===== src/rtl/tpls_pkg.sv =====
// Shared types and constants of the tile point-light shader.
package tpls_pkg;

    localparam int MAX_LIGHTS = 8;
    localparam int IDX_W      = (MAX_LIGHTS > 1) ? $clog2(MAX_LIGHTS) : 1;
    localparam int CNT_W      = $clog2(MAX_LIGHTS + 1);

    localparam logic [8:0] Q8_ONE  = 9'd256;
    localparam logic [7:0] CH_MAX  = 8'd255;

    // register indexes on the configuration port
    localparam logic [1:0] REG_AMB_RED      = 2'd0;
    localparam logic [1:0] REG_AMB_GREEN    = 2'd1;
    localparam logic [1:0] REG_AMB_BLUE     = 2'd2;
    localparam logic [1:0] REG_AMB_STRENGTH = 2'd3;

    localparam logic OP_APPEND = 1'b0;
    localparam logic OP_SHADE  = 1'b1;

    typedef struct packed {
        logic signed [15:0] x;
        logic signed [15:0] y;
        logic [15:0]        reach;
        logic [7:0]         red;
        logic [7:0]         green;
        logic [7:0]         blue;
        logic [8:0]         strength;
    } tpls_light_t;

    localparam int LIGHT_W = $bits(tpls_light_t);

    // contribution of one light to the three channels
    typedef struct packed {
        logic       done;
        logic [7:0] red;
        logic [7:0] green;
        logic [7:0] blue;
    } tpls_term_t;

endpackage


===== src/rtl/tpls_ram.sv =====
// Generic single-port-write, registered-read RAM.
module tpls_ram #(
    parameter int WIDTH = 8,
    parameter int DEPTH = 8
) (
    input  logic                                     aclk,
    input  logic                                     we,
    input  logic [((DEPTH > 1) ? $clog2(DEPTH) : 1)-1:0] waddr,
    input  logic [WIDTH-1:0]                         wdata,
    input  logic [((DEPTH > 1) ? $clog2(DEPTH) : 1)-1:0] raddr,
    output logic [WIDTH-1:0]                         rdata
);
    logic [WIDTH-1:0] mem [DEPTH];

    always_ff @(posedge aclk) begin
        if (we) begin
            mem[waddr] <= wdata;
        end
        rdata <= mem[raddr];
    end
endmodule


===== src/rtl/tpls_light_unit.sv =====
// Per-light unit: distance by iterative square root, falloff by iterative divide.
module tpls_light_unit
    import tpls_pkg::*;
(
    input  logic               aclk,
    input  logic               aresetn,
    input  logic               start,
    input  tpls_light_t        lamp,
    input  logic signed [15:0] tile_x,
    input  logic signed [15:0] tile_y,
    input  logic [8:0]         cap,
    output tpls_term_t         term
);
    typedef enum logic [6:0] {
        U_IDLE = 7'b0000001,
        U_SQ   = 7'b0000010,
        U_SUM  = 7'b0000100,
        U_SQRT = 7'b0001000,
        U_DIV  = 7'b0010000,
        U_MUL  = 7'b0100000,
        U_TERM = 7'b1000000
    } ustate_t;

    ustate_t     state_reg, state_next;
    logic [15:0] adx_reg, ady_reg;
    logic [31:0] sqx_reg, sqy_reg;
    logic [33:0] rad_reg;
    logic [19:0] rem_reg;
    logic [16:0] root_reg;
    logic [17:0] drem_reg;
    logic [16:0] quo_reg;
    logic [4:0]  step_reg;
    logic [15:0] reach_reg;
    logic [7:0]  red_reg, green_reg, blue_reg;
    logic [8:0]  str_reg;
    logic [25:0] sf_reg;
    tpls_term_t  term_reg;

    logic signed [16:0] dx, dy;
    logic [19:0] rem_sh, trial;
    logic [17:0] reach_ext;
    logic [8:0]  s_sat, s_cap;
    logic [33:0] pr, pg, pb;

    always_comb begin
        dx        = {lamp.x[15], lamp.x} - {tile_x[15], tile_x};
        dy        = {lamp.y[15], lamp.y} - {tile_y[15], tile_y};
        rem_sh    = {rem_reg[17:0], rad_reg[33:32]};
        trial     = {1'b0, root_reg, 2'b01};
        reach_ext = {2'b00, reach_reg};
        s_sat     = (str_reg > Q8_ONE) ? Q8_ONE : str_reg;
        s_cap     = (s_sat > cap) ? cap : s_sat;
        pr        = {26'd0, red_reg} * {8'd0, sf_reg};
        pg        = {26'd0, green_reg} * {8'd0, sf_reg};
        pb        = {26'd0, blue_reg} * {8'd0, sf_reg};
    end

    always_comb begin
        state_next = state_reg;
        case (state_reg)
            U_IDLE: if (start) state_next = U_SQ;
            U_SQ:   state_next = U_SUM;
            U_SUM:  state_next = U_SQRT;
            U_SQRT: begin
                if (step_reg == 5'd0) begin
                    state_next = U_DIV;
                end
            end
            U_DIV: begin
                if ({1'b0, root_reg} >= {2'b00, reach_reg}) begin
                    state_next = U_TERM;
                end else if (step_reg == 5'd0) begin
                    state_next = U_MUL;
                end
            end
            U_MUL:  state_next = U_TERM;
            U_TERM: state_next = U_IDLE;
            default: state_next = U_IDLE;
        endcase
    end

    always_ff @(posedge aclk) begin
        if (!aresetn) begin
            state_reg     <= U_IDLE;
            term_reg.done <= 1'b0;
        end else begin
            state_reg     <= state_next;
            term_reg.done <= (state_reg == U_TERM);
        end
    end

    always_ff @(posedge aclk) begin
        case (state_reg)
            U_IDLE: begin
                adx_reg   <= dx[16] ? 16'(-dx) : dx[15:0];
                ady_reg   <= dy[16] ? 16'(-dy) : dy[15:0];
                reach_reg <= lamp.reach;
                red_reg   <= lamp.red;
                green_reg <= lamp.green;
                blue_reg  <= lamp.blue;
                str_reg   <= lamp.strength;
                sf_reg    <= '0;
            end
            U_SQ: begin
                sqx_reg <= adx_reg * adx_reg;
                sqy_reg <= ady_reg * ady_reg;
            end
            U_SUM: begin
                rad_reg  <= {1'b0, {1'b0, sqx_reg} + {1'b0, sqy_reg}};
                rem_reg  <= '0;
                root_reg <= '0;
                step_reg <= 5'd16;
            end
            U_SQRT: begin
                // one root bit per step
                rad_reg <= {rad_reg[31:0], 2'b00};
                if (rem_sh >= trial) begin
                    rem_reg  <= rem_sh - trial;
                    root_reg <= {root_reg[15:0], 1'b1};
                end else begin
                    rem_reg  <= rem_sh;
                    root_reg <= {root_reg[15:0], 1'b0};
                end
                if (step_reg == 5'd0) begin
                    drem_reg <= reach_ext;
                    step_reg <= 5'd16;
                end else begin
                    step_reg <= step_reg - 5'd1;
                end
                quo_reg <= '0;
            end
            U_DIV: begin
                // first step seeds the remainder with reach - dist
                if (step_reg == 5'd16 && quo_reg == '0 && drem_reg == reach_ext) begin
                    drem_reg <= 18'(reach_ext - {1'b0, root_reg});
                    quo_reg  <= 17'd1;
                end else begin
                    if (drem_reg >= reach_ext) begin
                        drem_reg <= {drem_reg[16:0] - reach_ext[16:0], 1'b0};
                        quo_reg  <= {quo_reg[15:0], 1'b1};
                    end else begin
                        drem_reg <= {drem_reg[16:0], 1'b0};
                        quo_reg  <= {quo_reg[15:0], 1'b0};
                    end
                    if (quo_reg != '0 || step_reg != 5'd16) begin
                        step_reg <= step_reg - 5'd1;
                    end
                end
            end
            U_MUL: begin
                sf_reg <= {17'd0, s_cap} * {9'd0, quo_reg};
            end
            U_TERM: begin
                term_reg.red   <= pr[31:24];
                term_reg.green <= pg[31:24];
                term_reg.blue  <= pb[31:24];
            end
            default: ;
        endcase
    end

    assign term = term_reg;
endmodule


===== src/rtl/tile_point_light_shader.sv =====
// Top level of the tile point-light shader: light table, sequencer, APB registers.
//
// The block holds up to MAX_LIGHTS point lights in one RAM and shades tiles
// against them. An append word (op 0) stores one light in the RAM and
// yields no result; when the table is full the light is dropped. A shade word
// (op 1) starts from the ambient colour scaled by the ambient strength, then
// walks the stored lights in append order, fetching each from the RAM and
// handing it to the light unit, which finds the floor square root of the
// squared distance (17 steps, one root bit each) and the Q.16 linear falloff
// (a seed step and 17 steps of restoring division), then scales colour by
// strength and falloff; each channel sum saturates at 255. A light out of reach
// skips the division. A shade word holds off the input from its acceptance
// until its result moves to the output register; appends do not hold it off.
// The input is taken again while a finished result still waits in the
// output register. Ambient registers sit on an APB port at byte addresses
// 0, 4, 8, 12; write them only while the block is idle.
module tile_point_light_shader
    import tpls_pkg::*;
(
    input  logic               aclk,
    input  logic               aresetn,
    // input words
    input  logic               s_valid,
    output logic               s_ready,
    input  logic               s_op,
    input  logic signed [15:0] s_pos_x,
    input  logic signed [15:0] s_pos_y,
    input  logic [15:0]        s_reach,
    input  logic [7:0]         s_red_in,
    input  logic [7:0]         s_green_in,
    input  logic [7:0]         s_blue_in,
    input  logic [8:0]         s_strength_in,
    // result words
    output logic               m_valid,
    input  logic               m_ready,
    output logic [7:0]         m_lit_red,
    output logic [7:0]         m_lit_green,
    output logic [7:0]         m_lit_blue,
    // configuration
    input  logic               psel,
    input  logic               penable,
    input  logic               pwrite,
    input  logic [3:0]         paddr,
    input  logic [31:0]        pwdata,
    output logic [31:0]        prdata,
    output logic               pready
);
    typedef enum logic [4:0] {
        ST_IDLE  = 5'b00001,
        ST_FETCH = 5'b00010,
        ST_LOAD  = 5'b00100,
        ST_RUN   = 5'b01000,
        ST_DONE  = 5'b10000
    } state_t;

    state_t             state_reg;
    logic [CNT_W-1:0]   count_reg;
    logic [CNT_W-1:0]   k_reg;
    logic [7:0]         amb_r_reg, amb_g_reg, amb_b_reg;
    logic [8:0]         amb_s_reg;
    logic [7:0]         acc_r_reg, acc_g_reg, acc_b_reg;
    logic signed [15:0] tile_x_reg, tile_y_reg;
    logic [8:0]         cap_reg;
    logic               m_valid_reg;
    logic [7:0]         out_r_reg, out_g_reg, out_b_reg;

    logic               s_take, cfg_write, ram_we;
    logic [8:0]         amb;
    logic [16:0]        base_r, base_g, base_b;
    logic [8:0]         sum_r, sum_g, sum_b;
    logic [1:0]         reg_idx;
    tpls_light_t        wr_light, rd_light;
    logic [LIGHT_W-1:0] rd_bits;
    tpls_term_t         term;

    assign s_ready   = (state_reg == ST_IDLE);
    assign s_take    = s_valid && s_ready;
    assign pready    = 1'b1;
    assign reg_idx   = paddr[3:2];
    assign cfg_write = psel && penable && pwrite && pready;

    // clamp ambient strength to one; lights get what is left
    assign amb    = (amb_s_reg > Q8_ONE) ? Q8_ONE : amb_s_reg;
    assign base_r = {9'd0, amb_r_reg} * {8'd0, amb};
    assign base_g = {9'd0, amb_g_reg} * {8'd0, amb};
    assign base_b = {9'd0, amb_b_reg} * {8'd0, amb};
    assign sum_r  = {1'b0, acc_r_reg} + {1'b0, term.red};
    assign sum_g  = {1'b0, acc_g_reg} + {1'b0, term.green};
    assign sum_b  = {1'b0, acc_b_reg} + {1'b0, term.blue};

    always_comb begin
        wr_light.x        = s_pos_x;
        wr_light.y        = s_pos_y;
        wr_light.reach    = s_reach;
        wr_light.red      = s_red_in;
        wr_light.green    = s_green_in;
        wr_light.blue     = s_blue_in;
        wr_light.strength = s_strength_in;
    end

    // append writes the next free entry; drop when full
    assign ram_we   = s_take && (s_op == OP_APPEND) && (count_reg < CNT_W'(MAX_LIGHTS));
    assign rd_light = tpls_light_t'(rd_bits);

    tpls_ram #(
        .WIDTH (LIGHT_W),
        .DEPTH (MAX_LIGHTS)
    ) u_table (
        .aclk  (aclk),
        .we    (ram_we),
        .waddr (count_reg[IDX_W-1:0]),
        .wdata (wr_light),
        .raddr (k_reg[IDX_W-1:0]),
        .rdata (rd_bits)
    );

    tpls_light_unit u_unit (
        .aclk    (aclk),
        .aresetn (aresetn),
        .start   (state_reg == ST_LOAD),
        .lamp    (rd_light),
        .tile_x  (tile_x_reg),
        .tile_y  (tile_y_reg),
        .cap     (cap_reg),
        .term    (term)
    );

    // sequencer
    always_ff @(posedge aclk) begin
        if (!aresetn) begin
            state_reg   <= ST_IDLE;
            count_reg   <= '0;
            k_reg       <= '0;
            m_valid_reg <= 1'b0;
        end else begin
            // load a finished result, or drop the one just taken
            if (state_reg == ST_DONE && (!m_valid_reg || m_ready)) begin
                m_valid_reg <= 1'b1;
            end else if (m_valid_reg && m_ready) begin
                m_valid_reg <= 1'b0;
            end
            case (state_reg)
                ST_IDLE: begin
                    if (ram_we) begin
                        count_reg <= count_reg + CNT_W'(1);
                    end
                    if (s_take && s_op == OP_SHADE) begin
                        k_reg     <= '0;
                        state_reg <= ST_FETCH;
                    end
                end
                ST_FETCH: begin
                    // read issued here; data arrives next cycle
                    state_reg <= (k_reg == count_reg) ? ST_DONE : ST_LOAD;
                end
                ST_LOAD: state_reg <= ST_RUN;
                ST_RUN: begin
                    if (term.done) begin
                        k_reg     <= k_reg + CNT_W'(1);
                        state_reg <= ST_FETCH;
                    end
                end
                ST_DONE: begin
                    // hold until the output register is free
                    if (!m_valid_reg || m_ready) begin
                        state_reg <= ST_IDLE;
                    end
                end
                default: state_reg <= ST_IDLE;
            endcase
        end
    end

    // datapath registers
    always_ff @(posedge aclk) begin
        if (s_take && s_op == OP_SHADE) begin
            tile_x_reg <= s_pos_x;
            tile_y_reg <= s_pos_y;
            cap_reg    <= Q8_ONE - amb;
            acc_r_reg  <= base_r[15:8];
            acc_g_reg  <= base_g[15:8];
            acc_b_reg  <= base_b[15:8];
        end else if (state_reg == ST_RUN && term.done) begin
            acc_r_reg <= sum_r[8] ? CH_MAX : sum_r[7:0];
            acc_g_reg <= sum_g[8] ? CH_MAX : sum_g[7:0];
            acc_b_reg <= sum_b[8] ? CH_MAX : sum_b[7:0];
        end
        if (state_reg == ST_DONE && (!m_valid_reg || m_ready)) begin
            out_r_reg <= acc_r_reg;
            out_g_reg <= acc_g_reg;
            out_b_reg <= acc_b_reg;
        end
    end

    // ambient registers
    always_ff @(posedge aclk) begin
        if (!aresetn) begin
            amb_r_reg <= '0;
            amb_g_reg <= '0;
            amb_b_reg <= '0;
            amb_s_reg <= Q8_ONE;
        end else if (cfg_write) begin
            case (reg_idx)
                REG_AMB_RED:      amb_r_reg <= pwdata[7:0];
                REG_AMB_GREEN:    amb_g_reg <= pwdata[7:0];
                REG_AMB_BLUE:     amb_b_reg <= pwdata[7:0];
                REG_AMB_STRENGTH: amb_s_reg <= pwdata[8:0];
                default: ;
            endcase
        end
    end

    always_comb begin
        case (reg_idx)
            REG_AMB_RED:      prdata = {24'd0, amb_r_reg};
            REG_AMB_GREEN:    prdata = {24'd0, amb_g_reg};
            REG_AMB_BLUE:     prdata = {24'd0, amb_b_reg};
            REG_AMB_STRENGTH: prdata = {23'd0, amb_s_reg};
            default:          prdata = '0;
        endcase
    end

    assign m_valid     = m_valid_reg;
    assign m_lit_red   = out_r_reg;
    assign m_lit_green = out_g_reg;
    assign m_lit_blue  = out_b_reg;
endmodule


===== config.mk =====
export PLATFORM = sky130hd
export DESIGN_NAME = tile_point_light_shader
export DESIGN_NICKNAME = d
export VERILOG_FILES = /design/src/rtl/tpls_pkg.sv /design/src/rtl/tpls_ram.sv /design/src/rtl/tpls_light_unit.sv /design/src/rtl/tile_point_light_shader.sv
export SDC_FILE = /design/constraint.sdc
export NUM_CORES = 2
export LEC_CHECK = 0
export BUFFER_PORTS_ARGS = -buffer_cell sky130_fd_sc_hd__buf_4
export CAP_MARGIN = 20
export CORE_MARGIN = 1.5
export CORE_UTILIZATION = 25
export CTS_BUF_LIST = sky130_fd_sc_hd__clkbuf_8
export DETAILED_ROUTE_END_ITERATION = 7
export GPL_ROUTABILITY_DRIVEN = 0
export PLACE_DENSITY = 0.52
export SLEW_MARGIN = 30
export SYNTH_ARGS = -nofsm -noshare
export SYNTH_HDL_FRONTEND = slang
export SYNTH_SLANG_ARGS = --single-unit

===== constraint.sdc =====
create_clock -name aclk -period 7.8 [get_ports aclk]
set_input_delay 1.56 -clock aclk [delete_from_list [all_inputs] [get_ports aclk]]
set_output_delay 1.56 -clock aclk [all_outputs]
set_load 0.02 [all_outputs]

# Word-level counts from Yosys, hierarchy flattened
# Memories as Yosys holds them, arrays and structs flattened. A register that Yosys moved wholly into a read port is not among the register bits.
# Index checks and enable logic that the tools add are counted.
[op_classes] addsub=15 multipliers=9 order_cmp=7 eq_ne=27 n_mux=49 bitwise_logic=1 n_reduce_logical=35
[ops] op="$pmux 32 s4" count=1
[ops] op="$mul 8x26->32" count=3
[ops] op="$mux 18" count=4
[ops] op="$mux 8" count=9
[ops] op="$pmux 18 s2" count=2
[ops] op="$pmux 17 s2" count=2
[ops] op="$pmux 34 s2" count=1
[ops] op="$mul 16x16->32" count=2
[ops] op="$pmux 26 s2" count=1
[ops] op="$mul 8x9->16" count=3
[ops] op="$pmux 7 s6" count=1
[ops] op="$mux 5" count=7
[ops] op="$sub 16x16->17" count=2
[ops] op="$add 32x32->33" count=1
[ops] op="$mux 16" count=2
[ops] op="$neg 16->16" count=2
[ops] op="$mux 7" count=4
[ops] op="$add 8x8->9" count=3
[ops] op="$mux 9" count=3
[ops] op="$mul 9x17->26" count=1
[ops] op="$pmux 5 s5" count=1
[ops] op="$ge 20x19->1" count=1
[ops] op="$eq 18x16->1" count=1
[ops] op="$ge 18x16->1" count=1
[ops] op="46 further kinds" count=85
[word_totals] register_bits=448 mem_bits_rw=648 input_bits=125 out_inout_bits=59 word_cells=182 mem_count=1
[memory_table] name="u_table.mem" depth=8 word_bits=81 read_ports=1 rd_ports_with_merged_regs=1 write_ports=1 line="tpls_ram.sv:13" source="logic [WIDTH-1:0] mem [DEPTH];"

# Logic depth before layout (Yosys ltp)
[depth] ltp_word=6 ltp_mapped=33 mapped_depth_nobuf=30

# Modules after synthesis
# Synthesis repeated with hierarchy kept, for this count alone.
[hier_totals] hier_cells=7790 area_unflattened_um2=91306.3
[modules_own_cells] module="tpls_light_unit" n_inst=1 cells_each=5503 area_per_inst_um2=52155.0 seq_area_each_um2=9228.9
[modules_own_cells] module="tpls_ram" n_inst=1 cells_each=1030 area_per_inst_um2=26350.3 seq_area_each_um2=21080.2
[modules_own_cells] module="tile_point_light_shader" n_inst=1 cells_each=1257 area_per_inst_um2=12801.0 seq_area_each_um2=3613.5

# Worst setup path after synthesis
# Ideal clock, no wire load.
[synth_path] kind="input-to-reg" start="in s_valid" end="mem u_table.mem[0][0] (netlist name), enable pin" setup_ps=619 arrival_ps=7663 t_required_ps=7181 setup_slack_ps=-482 stages=4 path_buffers=0 cell_sequence="nand2_1 > nor3_1 > nand2b_1 > nor3_1"
[synth_via] elab_chain_cells=5
[synth_lines] element="start: declaration" line="tile_point_light_shader.sv:23" source="input logic s_valid,"
[synth_lines] element="$logic_and 1x1->1" line="tile_point_light_shader.sv:77" source="assign s_take = s_valid && s_ready;"
[synth_lines] element="$logic_and 1x1->1 (2 in series)" line="tile_point_light_shader.sv:102" source="assign ram_we = s_take && (s_op == OP_APPEND) && (count_reg < CNT_W'(MAX_LIGHTS));"
[synth_lines] element="$mux 1" line="tpls_ram.sv:16" source="if (we) begin"
[synth_lines] element="$mux 1 (not written as such)" line="tpls_ram.sv:17" source="mem[waddr] <= wdata;"
[synth_lines] element="end: declaration" line="tpls_ram.sv:13"
# No other way between the ends.

# Final worst setup path
[layout_path] start="reg u_unit.str_reg[8]" end="reg u_unit.sf_reg[25] (data pin)"
[layout_via] elab_chain_cells=6
[layout_lines] element="start: declaration" line="tpls_light_unit.sv:35" source="logic [8:0] str_reg;"
[layout_lines] element="start signal: assignment" line="tpls_light_unit.sv:101" source="str_reg <= lamp.strength;"
[layout_lines] element="$gt 9x9->1" line="tpls_light_unit.sv:51" source="s_sat = (str_reg > Q8_ONE) ? Q8_ONE : str_reg;"
[layout_lines] element="$mux 9 *" line="tpls_light_unit.sv:51"
[layout_lines] element="$gt 9x9->1" line="tpls_light_unit.sv:52" source="s_cap = (s_sat > cap) ? cap : s_sat;"
[layout_lines] element="$mux 9 *" line="tpls_light_unit.sv:52"
[layout_lines] element="$mul 9x17->26 *" line="tpls_light_unit.sv:151" source="sf_reg <= {17'd0, s_cap} * {9'd0, quo_reg};"
[layout_lines] element="$pmux 26 s2 *" line="tpls_light_unit.sv:93" source="case (state_reg)"
[layout_lines] element="end signal: assignment" line="tpls_light_unit.sv:151"
[layout_lines] element="end: declaration" line="tpls_light_unit.sv:36" source="logic [25:0] sf_reg;"
# Mark *: on every way between the ends. The rest lies on a longest branch, timed or not.
# A chain may end at the register's enable or synchronous reset.

==> metrics <==
sequential-to-total area share from yosys stat about 37%; skew final between 150 and 200 ps; largest net degree at the start of global routing between 90 and 100; vias in the first global route 62,070; Synth area leaders edfxtp_1 (34%), fa_1 (22%), ha_1 (8.6%); HP Class reg2reg; post-synthesis cell type count 102; CP max FO 13; Final Cell Area 0.1023 sq mm; worst-margin pin slew slightly below 1000 ps; Largest register FFs ~650; Routed WL per cell about 17 um; status finished, final reports clean; Synth warnings 0; gr usage total about an eighth; floorplan core area between 0.3 and 0.4 sq mm; hold_ws approximately 400 ps; total clock buffers created by CTS ~200; postcts setup bufs 0; clock-pin slew on the worst setup and hold paths 60 ps; register bit total from synthesis 1,175; CTS H-tree lvls 4; critical path class reg2reg; crit path time final about 7400 ps; Top Layer Used met5; routed wl met2 105,400 um; PostCTS Resize Cnt 0; most common cell in the netlist inv_1; first-pass GRT wire length between 300,000 and 400,000 um; DP Area a little under 0.1 sq mm; post-route ant nets 0; Congestion Overflow GR 0; via/cell ratio ~4.4; synth cell count leaders inv_1 (1,269), edfxtp_1 (1,039), fa_1 (987); Max Buffers Root-to-Sink 4; Relative slew margins roughly 34%; synthesized area ~0.09 sq mm; Die Y approximately 610 um; initial detailed-routing violation count approximately 3,200; crit path launch type flip-flop; Root Buffer Master clkbuf_8; Die W 606.5 um; setup violators final 0; Crit path largest cell delay between 500 and 600 ps; Core Rows between 200 and 250; clock latency at the later pin of the worst-skew pair just over 1000 ps; drt drc 0; Syn Inst Count 7,878; Syn Area/Cell between 10 and 15 sq um; CTS Hold Bufs 0; Peak Freq roughly 130 MHz; final slew viol count 0; initial antenna violation count 16; CP Data Arrival Time between 8000 and 9000 ps; die area between 0.3 and 0.4 sq mm; CP required 8490 ps; Post-Route M1 WL between 90,000 and 100,000 um; post-detail-place hpwl around 160,000 um; PortBufs roughly 130; share of layout cells above drive strength 1 between 10 and 15%; Post-synth EDFFs 1,039; Yosys top cell by area edfxtp_1; Sink Count around 1,200; Ports 184; Worst setup EP type flip-flop; Initial Util between 20 and 30%; Layout area overhead 12.29%; CTS tree yes; via count 57,000; slowest CP cell fa_1; final hold vios 0; nets 9,755; Pre-antenna DRT Iters 5; DR WL met3 10,540 um; Setup TNS 0 ps; Async S/R FF share, synth 0%; Main synth FF type edfxtp_1; Max-Cap Viols 0; share of the synthesized area in the top cell type between 30% and 40%; CP most frequent cell o21a_1; routed wire length around 220,000 um; fin crit share around 95%
-- cells by family (layout without fill, tap and decap cells) --
family | after synthesis | in the layout | synth area share (%)
mux | 301 | 301 | 5.768
buf+inv | 1621 | 1902 | 6.797
other cells | 2 | 32 | 0.008247
simple gates | 1958 | 1958 | 10.67
fa+ha+maj | 1612 | 1612 | 30.28
flops | 1175 | 1175 | 37.25
xor+xnor | 268 | 268 | 2.578
compound gates | 941 | 941 | 6.640
-- metrics by stage --
step / utilization (%) / setup WS, ps / instances
floorplan: - / 708.6 / 7900
detailed placement: 27.04 / 155.4 / 12610
global placement: 27.01 / 249.3 / 12600
global route: 28.21 / -1.726 / 12980
CTS: 28.19 / 190.3 / 12970
finish: 28.21 / 380.5 / 12980
-- layout make-up --
cell class | instances | area [sq um]
antenna | 8 | 20.02
clock buffer | 217 | 2987
clock inverter | 149 | 1180
fill | 37230 | 260300
inverter | 1269 | 4767
multi-input combinational | 5104 | 51180
sequential | 1175 | 33940
tap | 4794 | 5998
timing repair buffer | 267 | 2192
-- metal layers --
layer  vias to the layer above  global-route usage [%]
met5                         -                       0
met4                         8                   3.800
met3                       322                   1.924
met2                      1113                   20.23
met1                     29050                   15.88
li1                      26510                       -
-- critical path: cells and delay by family, from the launching register on --
kind,cells,cell delay [ps]
multiplexers,1,130
buffers and inverters,5,630
AO/OA/AOI/OAI,15,3080
AND/OR/NAND/NOR,3,490
adder cells (fa/ha/maj),6,2540
flip-flops,1,380
-- worst paths after layout --
| path | from | endpoint | slack [ps] | depth (start not counted) |
|---|---|---|---|---|
| max | u_unit.str_reg[8]$_DFFE_PP_ | u_unit.sf_reg[25]$_SDFFCE_PN0P_ | 380 | 30 |
| min | u_table.rdata[18]$_DFF_P_ | u_unit.green_reg[1]$_DFFE_PP_ | 400 | 0 |
| max reg2reg | u_unit.str_reg[8]$_DFFE_PP_ | u_unit.sf_reg[25]$_SDFFCE_PN0P_ | 380 | 30 |
| min reg2reg | u_table.rdata[18]$_DFF_P_ | u_unit.green_reg[1]$_DFFE_PP_ | 400 | 0 |
-- layout by cell type, fill, tap and decap left out, drive strengths merged, types with 15 or more instances in the layout --
cell type  instances
o21a              59
mux2              90
ha               625
a21boi            75
or3               17
and2             468
clkinv            74
a211oi            26
o211ai            25
a21oi            242
nor2             258
and3              51
a31oi             30
a21o              89
mux2i             41
o21bai            26
xor2              86
edfxtp          1039
clkbuf           217
nand3             76
o31ai             15
nand2            737
dfxtp            136
o21ai            248
nand4             23
mux4             170
xnor2            182
or2               23
nor3              86
conb              24
fa               987
nor2b             97
buf              267
bufinv            18
nand2b            39
nor4              19
inv             1316
Power is not shown: default switching activity piles up to over one toggle a cycle in this logic, so the estimate is an artifact.
